**src/rtl/rgba_moving_average_assert.svh**
```systemverilog
// Assertion macros shared by the rgba_moving_average RTL.
// Expects clk and rst in scope at the point of use; no other dependencies.
`ifndef RGBA_MOVING_AVERAGE_ASSERT_SVH
`define RGBA_MOVING_AVERAGE_ASSERT_SVH

// Same-cycle implication.
`define RGBMA_ASSERT_NOW(label, ante, cons, msg) \
  label: assert property (@(posedge clk) disable iff (rst) (ante) |-> (cons)) \
    else $error(msg);

// Next-cycle implication.
`define RGBMA_ASSERT_NEXT(label, ante, cons, msg) \
  label: assert property (@(posedge clk) disable iff (rst) (ante) |=> (cons)) \
    else $error(msg);

`endif

```
**src/rtl/rgbma_pkg.sv**
```systemverilog
// Shared types and constants for the rgba_moving_average block.
// No dependencies.
package rgbma_pkg;

  localparam int DEFAULT_WINDOW = 8;
  localparam int CHAN_W         = 8;
  localparam int NUM_CHAN       = 4;
  localparam int WORD_W         = CHAN_W * NUM_CHAN;
  localparam int QUOT_W         = CHAN_W;
  localparam int STEP_W         = $clog2(QUOT_W);

  typedef struct packed {
    logic capture;   // latch input item, read oldest ring entry
    logic update;    // update running sums, write ring, advance pointers
    logic div_load;  // seed the dividers
    logic div_step;  // one quotient bit per channel
    logic load_out;  // move quotients into the output register
  } cmd_t;

  typedef struct packed {
    logic out_valid;
  } status_t;

endpackage

```
**src/rtl/rgbma_ram.sv**
```systemverilog
// Generic single-clock RAM, one write port and one registered read port.
// No dependencies.
module rgbma_ram #(
  parameter int WIDTH = 32,
  parameter int DEPTH = 8
) (
  input  logic                                     clk,
  input  logic                                     we,
  input  logic [((DEPTH > 1) ? $clog2(DEPTH) : 1)-1:0] waddr,
  input  logic [WIDTH-1:0]                         wdata,
  input  logic                                     re,
  input  logic [((DEPTH > 1) ? $clog2(DEPTH) : 1)-1:0] raddr,
  output logic [WIDTH-1:0]                         rdata
);

  logic [WIDTH-1:0] mem [DEPTH];

  always_ff @(posedge clk) begin
    if (we) begin
      mem[waddr] <= wdata;
    end
    if (re) begin
      rdata <= mem[raddr];
    end
  end

endmodule

```
**src/rtl/rgbma_dp.sv**
```systemverilog
// Datapath: sample ring, running channel sums, serial dividers, output register.
// Depends on rgbma_pkg, rgbma_ram and rgba_moving_average_assert.svh.
`include "rgba_moving_average_assert.svh"

module rgbma_dp import rgbma_pkg::*; #(
  parameter int WINDOW = DEFAULT_WINDOW
) (
  input  logic              clk,
  input  logic              rst,
  input  cmd_t              cmd,
  output status_t           status,
  input  logic [CHAN_W-1:0] red_in,
  input  logic [CHAN_W-1:0] green_in,
  input  logic [CHAN_W-1:0] blue_in,
  input  logic [CHAN_W-1:0] alpha_in,
  input  logic              out_stall,
  output logic              out_valid,
  output logic [CHAN_W-1:0] red_avg,
  output logic [CHAN_W-1:0] green_avg,
  output logic [CHAN_W-1:0] blue_avg,
  output logic [CHAN_W-1:0] alpha_avg
);

  localparam int PTR_W = (WINDOW > 1) ? $clog2(WINDOW) : 1;
  localparam int CNT_W = $clog2(WINDOW + 1);
  localparam int SUM_W = CHAN_W + CNT_W;

  logic [CHAN_W-1:0] din      [NUM_CHAN];
  logic [CHAN_W-1:0] sample   [NUM_CHAN];
  logic [CHAN_W-1:0] old      [NUM_CHAN];
  logic [SUM_W-1:0]  sum      [NUM_CHAN];
  logic [SUM_W-1:0]  sum_next [NUM_CHAN];
  logic [CNT_W-1:0]  rem      [NUM_CHAN];
  logic [CNT_W-1:0]  rem_next [NUM_CHAN];
  logic [QUOT_W-1:0] shq      [NUM_CHAN];
  logic [QUOT_W-1:0] shq_next [NUM_CHAN];
  logic [CNT_W:0]    trial    [NUM_CHAN];
  logic [CHAN_W-1:0] avg      [NUM_CHAN];

  logic [PTR_W-1:0]  write_pos;
  logic [CNT_W-1:0]  fill;
  logic              full;
  logic [WORD_W-1:0] wdata;
  logic [WORD_W-1:0] rdata;

  assign din[0] = red_in;
  assign din[1] = green_in;
  assign din[2] = blue_in;
  assign din[3] = alpha_in;

  assign full  = (fill == CNT_W'(WINDOW));
  assign wdata = {sample[3], sample[2], sample[1], sample[0]};

  rgbma_ram #(
    .WIDTH (WORD_W),
    .DEPTH (WINDOW)
  ) u_ring (
    .clk   (clk),
    .we    (cmd.update),
    .waddr (write_pos),
    .wdata (wdata),
    .re    (cmd.capture),
    .raddr (write_pos),
    .rdata (rdata)
  );

  always_comb begin
    for (int c = 0; c < NUM_CHAN; c++) begin
      old[c]      = rdata[c*CHAN_W +: CHAN_W];
      sum_next[c] = sum[c] + SUM_W'(sample[c]) - (full ? SUM_W'(old[c]) : '0);
      trial[c]    = {rem[c], shq[c][QUOT_W-1]};
      if (trial[c] >= {1'b0, fill}) begin
        rem_next[c] = CNT_W'(trial[c] - {1'b0, fill});
        shq_next[c] = {shq[c][QUOT_W-2:0], 1'b1};
      end else begin
        rem_next[c] = trial[c][CNT_W-1:0];
        shq_next[c] = {shq[c][QUOT_W-2:0], 1'b0};
      end
    end
  end

  always_ff @(posedge clk) begin
    if (rst) begin
      write_pos <= '0;
      fill      <= '0;
      out_valid <= 1'b0;
      for (int c = 0; c < NUM_CHAN; c++) begin
        sum[c] <= '0;
      end
    end else begin
      if (cmd.update) begin
        write_pos <= (write_pos == PTR_W'(WINDOW - 1)) ? '0 : write_pos + 1'b1;
        if (!full) begin
          fill <= fill + 1'b1;
        end
        for (int c = 0; c < NUM_CHAN; c++) begin
          sum[c] <= sum_next[c];
        end
      end
      if (cmd.load_out) begin
        out_valid <= 1'b1;
      end else if (!out_stall) begin
        out_valid <= 1'b0;
      end
    end
  end

  always_ff @(posedge clk) begin
    for (int c = 0; c < NUM_CHAN; c++) begin
      if (cmd.capture) begin
        sample[c] <= din[c];
      end
      if (cmd.div_load) begin
        rem[c] <= sum[c][SUM_W-1:CHAN_W];
        shq[c] <= sum[c][CHAN_W-1:0];
      end else if (cmd.div_step) begin
        rem[c] <= rem_next[c];
        shq[c] <= shq_next[c];
      end
      if (cmd.load_out) begin
        avg[c] <= shq[c];
      end
    end
  end

  assign status.out_valid = out_valid;

  assign red_avg   = avg[0];
  assign green_avg = avg[1];
  assign blue_avg  = avg[2];
  assign alpha_avg = avg[3];

  `RGBMA_ASSERT_NEXT(a_fill_step, cmd.update && !full, fill == $past(fill) + 1'b1, "fill count did not advance")
  `RGBMA_ASSERT_NOW(a_out_rise, $rose(out_valid), $past(cmd.load_out), "result appeared without a load")
  `RGBMA_ASSERT_NOW(a_no_overwrite, cmd.load_out, !(out_valid && out_stall), "pending result overwritten")

endmodule

```
**src/rtl/rgbma_ctrl.sv**
```systemverilog
// Controller: sequences capture, sum update, serial divide and result hand-off.
// Depends on rgbma_pkg.
module rgbma_ctrl import rgbma_pkg::*; (
  input  logic    clk,
  input  logic    rst,
  input  logic    in_valid,
  output logic    in_stall,
  input  logic    out_stall,
  input  status_t status,
  output cmd_t    cmd
);

  localparam logic [2:0] S_IDLE = 3'd0;
  localparam logic [2:0] S_UPD  = 3'd1;
  localparam logic [2:0] S_LOAD = 3'd2;
  localparam logic [2:0] S_DIV  = 3'd3;
  localparam logic [2:0] S_WR   = 3'd4;

  logic [2:0]        state;
  logic [2:0]        state_next;
  logic [STEP_W-1:0] step;
  logic              out_free;

  assign out_free = !status.out_valid || !out_stall;
  assign in_stall = (state != S_IDLE);

  always_comb begin
    cmd          = '0;
    state_next   = state;
    unique case (state)
      S_IDLE: begin
        if (in_valid) begin
          cmd.capture = 1'b1;
          state_next  = S_UPD;
        end
      end
      S_UPD: begin
        cmd.update = 1'b1;
        state_next = S_LOAD;
      end
      S_LOAD: begin
        cmd.div_load = 1'b1;
        state_next   = S_DIV;
      end
      S_DIV: begin
        cmd.div_step = 1'b1;
        if (step == STEP_W'(QUOT_W - 1)) begin
          state_next = S_WR;
        end
      end
      S_WR: begin
        if (out_free) begin
          cmd.load_out = 1'b1;
          state_next   = S_IDLE;
        end
      end
      default: begin
        state_next = S_IDLE;
      end
    endcase
  end

  always_ff @(posedge clk) begin
    if (rst) begin
      state <= S_IDLE;
      step  <= '0;
    end else begin
      state <= state_next;
      if (state == S_DIV) begin
        step <= step + 1'b1;
      end else begin
        step <= '0;
      end
    end
  end

endmodule

```
**src/rtl/rgba_moving_average.sv**
```systemverilog
// Four-channel byte mean over a sliding window of the last WINDOW items.
// Top level of the block; ties controller and datapath together.
// Depends on rgbma_pkg, rgbma_ctrl and rgbma_dp.
//
// Input channel: in_valid / in_stall with red_in, green_in, blue_in, alpha_in.
// Output channel: out_valid / out_stall with red_avg .. alpha_avg.
// An item moves on a rising edge where valid is high and stall is low.
// Each input item yields exactly one result: the truncated mean of every
// item held in the window, fewer than WINDOW while the window fills up.
// The block keeps running channel sums (new sample in, evicted sample out),
// then divides by the fill count one quotient bit per cycle, all four
// channels in parallel.
// The block takes no new item until the last one has passed ring read/update
// and the 8-step serial divider and its result has moved to the output register.
// The result sits in an output register; a new item is taken while it waits.
// If out_stall holds the result and a second result is ready, the block
// holds that one internally and stalls the input until the register frees.
// Synchronous reset empties the window (fill count and sums to zero) and
// drops any pending result; ring contents are not cleared.
module rgba_moving_average import rgbma_pkg::*; #(
  parameter int WINDOW = DEFAULT_WINDOW
) (
  input  logic              clk,
  input  logic              rst,
  input  logic              in_valid,
  output logic              in_stall,
  input  logic [CHAN_W-1:0] red_in,
  input  logic [CHAN_W-1:0] green_in,
  input  logic [CHAN_W-1:0] blue_in,
  input  logic [CHAN_W-1:0] alpha_in,
  output logic              out_valid,
  input  logic              out_stall,
  output logic [CHAN_W-1:0] red_avg,
  output logic [CHAN_W-1:0] green_avg,
  output logic [CHAN_W-1:0] blue_avg,
  output logic [CHAN_W-1:0] alpha_avg
);

  cmd_t    cmd;
  status_t status;

  rgbma_ctrl u_ctrl (
    .clk       (clk),
    .rst       (rst),
    .in_valid  (in_valid),
    .in_stall  (in_stall),
    .out_stall (out_stall),
    .status    (status),
    .cmd       (cmd)
  );

  rgbma_dp #(
    .WINDOW (WINDOW)
  ) u_dp (
    .clk       (clk),
    .rst       (rst),
    .cmd       (cmd),
    .status    (status),
    .red_in    (red_in),
    .green_in  (green_in),
    .blue_in   (blue_in),
    .alpha_in  (alpha_in),
    .out_stall (out_stall),
    .out_valid (out_valid),
    .red_avg   (red_avg),
    .green_avg (green_avg),
    .blue_avg  (blue_avg),
    .alpha_avg (alpha_avg)
  );

endmodule
```
**config.mk**
```make
export PLATFORM = sky130hd
export DESIGN_NAME = rgba_moving_average
export DESIGN_NICKNAME = d
export VERILOG_FILES = /design/src/rtl/rgbma_pkg.sv /design/src/rtl/rgbma_ram.sv /design/src/rtl/rgbma_dp.sv /design/src/rtl/rgbma_ctrl.sv /design/src/rtl/rgba_moving_average.sv
export VERILOG_INCLUDE_DIRS = /design/src /design/src/rtl
export SDC_FILE = /design/constraint.sdc
export NUM_CORES = 1
export LEC_CHECK = 0
export BUFFER_PORTS_ARGS = -buffer_cell sky130_fd_sc_hd__buf_2
export CAP_MARGIN = 20
export CELL_PAD_IN_SITES_DETAIL_PLACEMENT = 1
export CELL_PAD_IN_SITES_GLOBAL_PLACEMENT = 1
export CORE_ASPECT_RATIO = 1.4
export CORE_UTILIZATION = 55
export DETAILED_ROUTE_END_ITERATION = 10
export MAX_ROUTING_LAYER = met4
export PLACE_DENSITY_LB_ADDON = 0.1
export SLEW_MARGIN = 10
export SYNTH_ARGS = -nofsm -noshare
export SYNTH_HDL_FRONTEND = slang
export SYNTH_SLANG_ARGS = --single-unit
```
**constraint.sdc**
```tcl
create_clock -name clk -period 14.2 [get_ports clk]
set_clock_uncertainty 0.1 [all_clocks]
set_input_delay 2.84 -clock clk [delete_from_list [all_inputs] [get_ports clk]]
set_output_delay 2.84 -clock clk [all_outputs]
set_load 0.005 [all_outputs]
```
Word-level counts from Yosys, hierarchy flattened
Memories as Yosys holds them, arrays and structs flattened. A register that Yosys moved wholly into a read port is not among the register bits.
Cells that the tools add are included.
{ "totals": {"ff_bits": 14, "ram_bits": 416, "inputBits": 36, "output_inout_bits": 34, "elab_cells": 116, "memories": 6} }
{ "mem_list": {"columns": ["name", "depth", "width", "rd", "rd_clocked_by_memory_dff", "wr", "line", "text"], "rows": [
  ["u_dp.u_ring.mem", 8, 32, 1, 1, 1, "rgbma_ram.sv:16", "logic [WIDTH-1:0] mem [DEPTH];"],
  ["u_dp.sum", 4, 12, 4, 0, 4, "rgbma_dp.sv:31", "logic [SUM_W-1:0] sum [NUM_CHAN];"],
  ["u_dp.avg", 4, 8, 4, 0, 4, "rgbma_dp.sv:38", "logic [CHAN_W-1:0] avg [NUM_CHAN];"],
  ["u_dp.sample", 4, 8, 4, 0, 4, "rgbma_dp.sv:29", "logic [CHAN_W-1:0] sample [NUM_CHAN];"],
  ["u_dp.shq", 4, 8, 4, 0, 4, "rgbma_dp.sv:35", "logic [QUOT_W-1:0] shq [NUM_CHAN];"],
  ["u_dp.rem", 4, 4, 4, 0, 4, "rgbma_dp.sv:33", "logic [CNT_W-1:0] rem [NUM_CHAN];"]
]} }
{ "classes": {"n_addsub": 15, "magnitude_cmp": 4, "eq_ne": 11, "muxes": 53, "bitwise_logic": 14, "reduce_logical": 8} }
{ "ops": {"columns": ["operator", "count"], "rows": [
  ["8-bit two-way mux", 8],
  ["12-bit by 8-bit adder with 12-bit output", 4],
  ["12-bit two-way mux", 4],
  ["12-bit subtractor", 4],
  ["4-bit two-way mux", 8],
  ["1-bit two-way mux", 28],
  ["5-bit by 4-bit >= comparator with 1-bit output", 4],
  ["4-bit subtractor", 4],
  ["3-bit one-hot mux with 5 select lines", 1],
  ["3-bit two-way mux", 4],
  ["1-bit bitwise OR", 12],
  ["3-bit == test, second input constant", 3],
  ["3-bit by 1-bit adder with 3-bit output, second input constant", 2],
  ["3-bit by 2-bit == test with 1-bit output, second input constant", 2],
  ["2-bit by 1-bit != test with 1-bit output, second input constant", 3],
  ["4-bit by 1-bit adder with 4-bit output, second input constant", 1],
  ["4-bit == test, second input constant", 1],
  ["3-bit by 1-bit == test with 1-bit output, second input constant", 1],
  ["3-bit logical NOT", 1],
  ["3-bit AND reduction", 1],
  ["3-bit nonzero test", 1],
  ["1-bit logical NOT", 2],
  ["2-bit != test, second input constant", 1],
  ["1-bit inverter", 2],
  ["3 further kinds", 3]
]} }

Depth between registers and ports, before layout
{ "depth": {"word_depth": 6, "mapped_depth": 15} }

Cells and area by module
From an unflattened synthesis, not the netlist that was laid out.
{ "unflattened": {"hier_cells": 1368, "area_unflattened_um2": 21134.0} }
{ "modules_own_cells": {"columns": ["module", "n_inst", "cells_per_inst", "area_per_inst_um2"], "rows": [
  ["rgbma_ram", 1, 415, 10786.6],
  ["rgbma_dp", 1, 923, 10052.1],
  ["rgbma_ctrl", 1, 30, 295.3]
]} }

Least setup slack after synthesis
Ideal clock, no wire load.
{ "synth_timing": {"kind": "input-to-reg", "from": "input port in_valid", "to": "memory u_dp.sample[0][0] (enable)", "t_arrival_ns": 5.535, "required_time_ns": 13.614, "setup_slack_ns": 8.079, "path_stages": 2, "n_path_buf": 0, "cell_sequence": "inv_1 -> nor2_1"} }
{ "synth_lines": {"columns": ["item", "line", "text"], "rows": [
  ["from (decl)", "rgba_moving_average.sv:25", "input logic in_valid,"],
  ["to (decl)", "rgbma_dp.sv:29", null]
]} }

Worst setup path in the final report
{ "layout_timing": {"from": "register u_ctrl.state[2]", "to": "output port in_stall"} }
{ "layout_via": {"elab_chain_len": 1} }
{ "layout_lines": {"columns": ["item", "line", "text"], "rows": [
  ["from (decl)", "rgbma_ctrl.sv:19", "logic [2:0] state;"],
  ["from (signal assigned)", "rgbma_ctrl.sv:68", "state <= state_next;"],
  ["3-bit nonzero test", "rgbma_ctrl.sv:25", "assign in_stall = (state != S_IDLE);"],
  ["to (decl)", "rgba_moving_average.sv:26", "output logic in_stall,"]
]} }
Every way passes these cells.

==> out/qor.csv <==
stage,metric,value,unit
status,status,"complete, but fails checks",
status,failing checks,DRC,
sta,time the worst path needs with I/O delays and setup,4.502,ns
worst_setup_path,CP cell instances,or3_1 > buf_2,
sta,fin worst setup slack,9.698,ns
worst_setup_path,critical path endpoint category,output port,
placed_design,DPL Wire Length,32100,um
floorplanning,Core Area,36970,sq um
logic_synthesis,synthesized instance count,1488,
logic_synthesis,top-count cell post-synth,edfxtp_1,
worst_setup_path,startpoint type of the worst setup path,register,
placed_design,pre-CTS setup slack,9.565,ns
route,post-route ant nets,0,
logic_synthesis,register bit total from synthesis,462,
global_route,global route overflow,0,
cts,Clock Path Buffers,3,
worst_setup_path,"Req. time, crit path",11.26,ns
logic_synthesis,Synth area leader,edfxtp_1,
cts,# Post-CTS Setup Buffers,0,
route,drt drc,5,
cts,Max H-tree Level,2,
route,final wirelength,48310,um
finish,Final Non-Filler Cells,2072,
global_route,Global Route Usage Sum,0.2657,
finish,fin nets,1718,
worst_hold_path,hold_sp,u_ctrl.step[0],
logic_synthesis,post-synth top area share,0.6467,
floorplanning,Std-Cell Rows,83,
worst_setup_path,Reg2Reg Depth,15,
finish,Synth-to-Final Area Change,11.44,%
global_route,vias in the first global route,13187,
floorplanning,Die X-Extent,166.4,um
sta,"Hold Vio Cnt, Final",0,
sta,Final Cycle Share,0.3170,
worst_setup_path,WP buf/inv,1,
cts,post-CTS sizing,0,
logic_synthesis,most common flop cell mapped by yosys,edfxtp_1,
route,TritonRoute pass-1 iters,8,
floorplanning,Die Area,38620,sq um
placed_design,I/O Buffers,69,
worst_setup_path,r2r startpoint,u_dp.fill[1],
worst_hold_path,Hold Path Depth,1,
logic_synthesis,Mean Syn Cell Area,13.98,sq um
logic_synthesis,"top cells by area, synth","edfxtp_1 (65%), ha_1 (4.2%), fa_1 (3.5%)",
sta,Slew @ Worst Pin,1.108,ns
worst_setup_path,worst path arrival time,1.56,ns
worst_setup_path,CP top delay family,simple AND/OR/NAND/NOR gates,
flow_run,Max Cap Viol,0,
pwr,Max rail drop VDD,0.1153,mV
logic_synthesis,"EDFF count, synth",448,
cts,CTS tree,done,
worst_setup_path,Critical-path top delay cell,or3_1,
logic_synthesis,synth cell count leaders,"edfxtp_1 (448), inv_1 (162), nand2_1 (111), nor2_1 (79), ha_1 (70)",
logic_synthesis,"Cell Area, Synth",20800,sq um
worst_hold_path,worst hold path class,register to register,
floorplanning,Die Y,232.1,um
sta,RSZ-0062 raised after global routing,no,
worst_setup_path,Setup Crit Path Kind,register to output port,
finish,share of cells above drive strength 1,0.1408,
sta,Slew headroom,0.2603,
cts,Clock Sinks,462,
sta,final hold slack,0.3411,ns
global_route,largest net degree at the start of global routing,76,
floorplanning,Ports,70,
finish,Ant. Diodes,0,
route,DR iter-0 viols,835,
placed_design,routability cong.,0.8352,
cts,CTS clock-pin slew for the worst setup and hold paths,0.06,ns
cts,Skew-Pair Late Insertion Delay,0.57,ns
cts,CTS Root Cell,clkbuf_16,
global_route,first-pass GRT wire length,75440,um
worst_hold_path,WHS Endpoint,u_ctrl.step[0],
logic_synthesis,unique cell type count in the Yosys netlist,60,
floorplanning,Initial Util,0.5627,
logic_synthesis,warning count from the yosys run,0,
route,routed vias/inst,5.940,
worst_setup_path,worst-path fanout max,7,
sta,max-slew violation count,0,
cts,CTS Buf Count,44,
logic_synthesis,syn nets,1630,
worst_setup_path,reg2reg setup slack,9.78,ns
logic_synthesis,"Async S/R FF share, synth",0,
cts,CTS hold repair buffers,0,
worst_setup_path,r2r endpoint,u_dp.sum[0][44],
pwr,Power Density,138.5,nW/um^2
sta,final setup violation count,0,
route,routed vias,12307,
sta,setup TNS,0,ns
placed_design,placed cell count,1995,
sta,fmax,222.1,MHz
logic_synthesis,sequential area share after synthesis,0.6601,
route,wire per inst,23.31,um
worst_setup_path,"Largest stage delay, worst path",0.46,ns
global_route,initial antenna violation count,0,
pwr,Leak,8.462,nW
[cells in the final DEF (no fill, tap or decap), drive strengths merged, types with 10 or more instances in the layout]
cell type  count
a211oi        13
a21o          14
a21oi         41
a221oi        34
a22oi         21
and2          45
and3          14
buf           96
clkbuf        57
clkinv        13
dfxtp         14
edfxtp       448
fa            36
ha            70
inv          164
mux2          34
mux2i         20
mux4          18
nand2        111
nand3         10
nor2          79
nor3          28
o211ai        11
o21a          10
o21ai         66
o22ai         17
xnor2         17
xor2          16
[where the power goes]
part	internal [mW]	leakage (nW)	total, mW	switching, mW
Clock	0.639	0.658	1.13	0.496
Sequential	1.58	4.29	1.63	0.0453
Combinational	0.174	3.52	0.449	0.274
Total	2.39	8.46	3.21	0.816
[cell families after synthesis]
| group | synth area share |
|---|---|
| mux | 0.04751 |
| fa+ha+maj | 0.07674 |
| flops | 0.6601 |
| simple gates | 0.07548 |
| xor+xnor | 0.01389 |
| compound gates | 0.08589 |
| buf+inv | 0.04036 |
[cell type report]
cell class / count / area, sq um
flip-flops and latches: 462 / 13740
clock buffers: 57 / 1171
multi-input cells: 808 / 6310
well taps: 467 / 584.3
inverters: 164 / 615.6
repair buffers: 96 / 571.8
fillers: 3523 / 13790
clock inverters: 18 / 191.4
[layer usage]
layer,up-vias,global-route usage,share of wire
met3,90,0.03358,0.042
li1,5673,-,-
met4,0,0.08652,0.024
met1,6233,0.3265,0.42
met5,-,-,0
met2,311,0.4585,0.52
[per-stage QoR]
stage / util / cell area [sq um] / power [mW]
floorplan: - / 20800 / 1.965
global placement: 0.5890 / 21780 / 2.077
detailed placement: 0.5890 / 21780 / 2.102
CTS: 0.6259 / 23140 / 3.235
global route: 0.6271 / 23180 / 3.331
finish: 0.6271 / 23180 / 3.210
[state kept, by name (all words and copies together), names as in the netlist]
signal             flops
u_dp.u_ring.mem      256
u_dp.sum              48
u_dp.avg              32
u_dp.sample           32
u_dp.shq              32
u_dp.u_ring.rdata     32
u_dp.rem              16
u_dp.fill              4
u_ctrl.state           3
u_ctrl.step            3
u_dp.write_pos         3
u_dp.out_valid         1
[worst max-delay path by stage]
stage	start	endpoint	slack, ns	cells after the start
after floorplan	in_valid	u_dp.sample[0][0]	8.08	2
after global placement	rst	u_dp.sum[0][42]	9.59	2
after detailed placement	rst	u_dp.sum[0][44]	9.56	2
after CTS	u_ctrl.state[2]	in_stall	9.67	2
after global routing	u_dp.fill[1]	u_dp.sum[0][44]	9.43	15
final	u_ctrl.state[2]	in_stall	9.70	2
(Power assumes the default switching activity.)
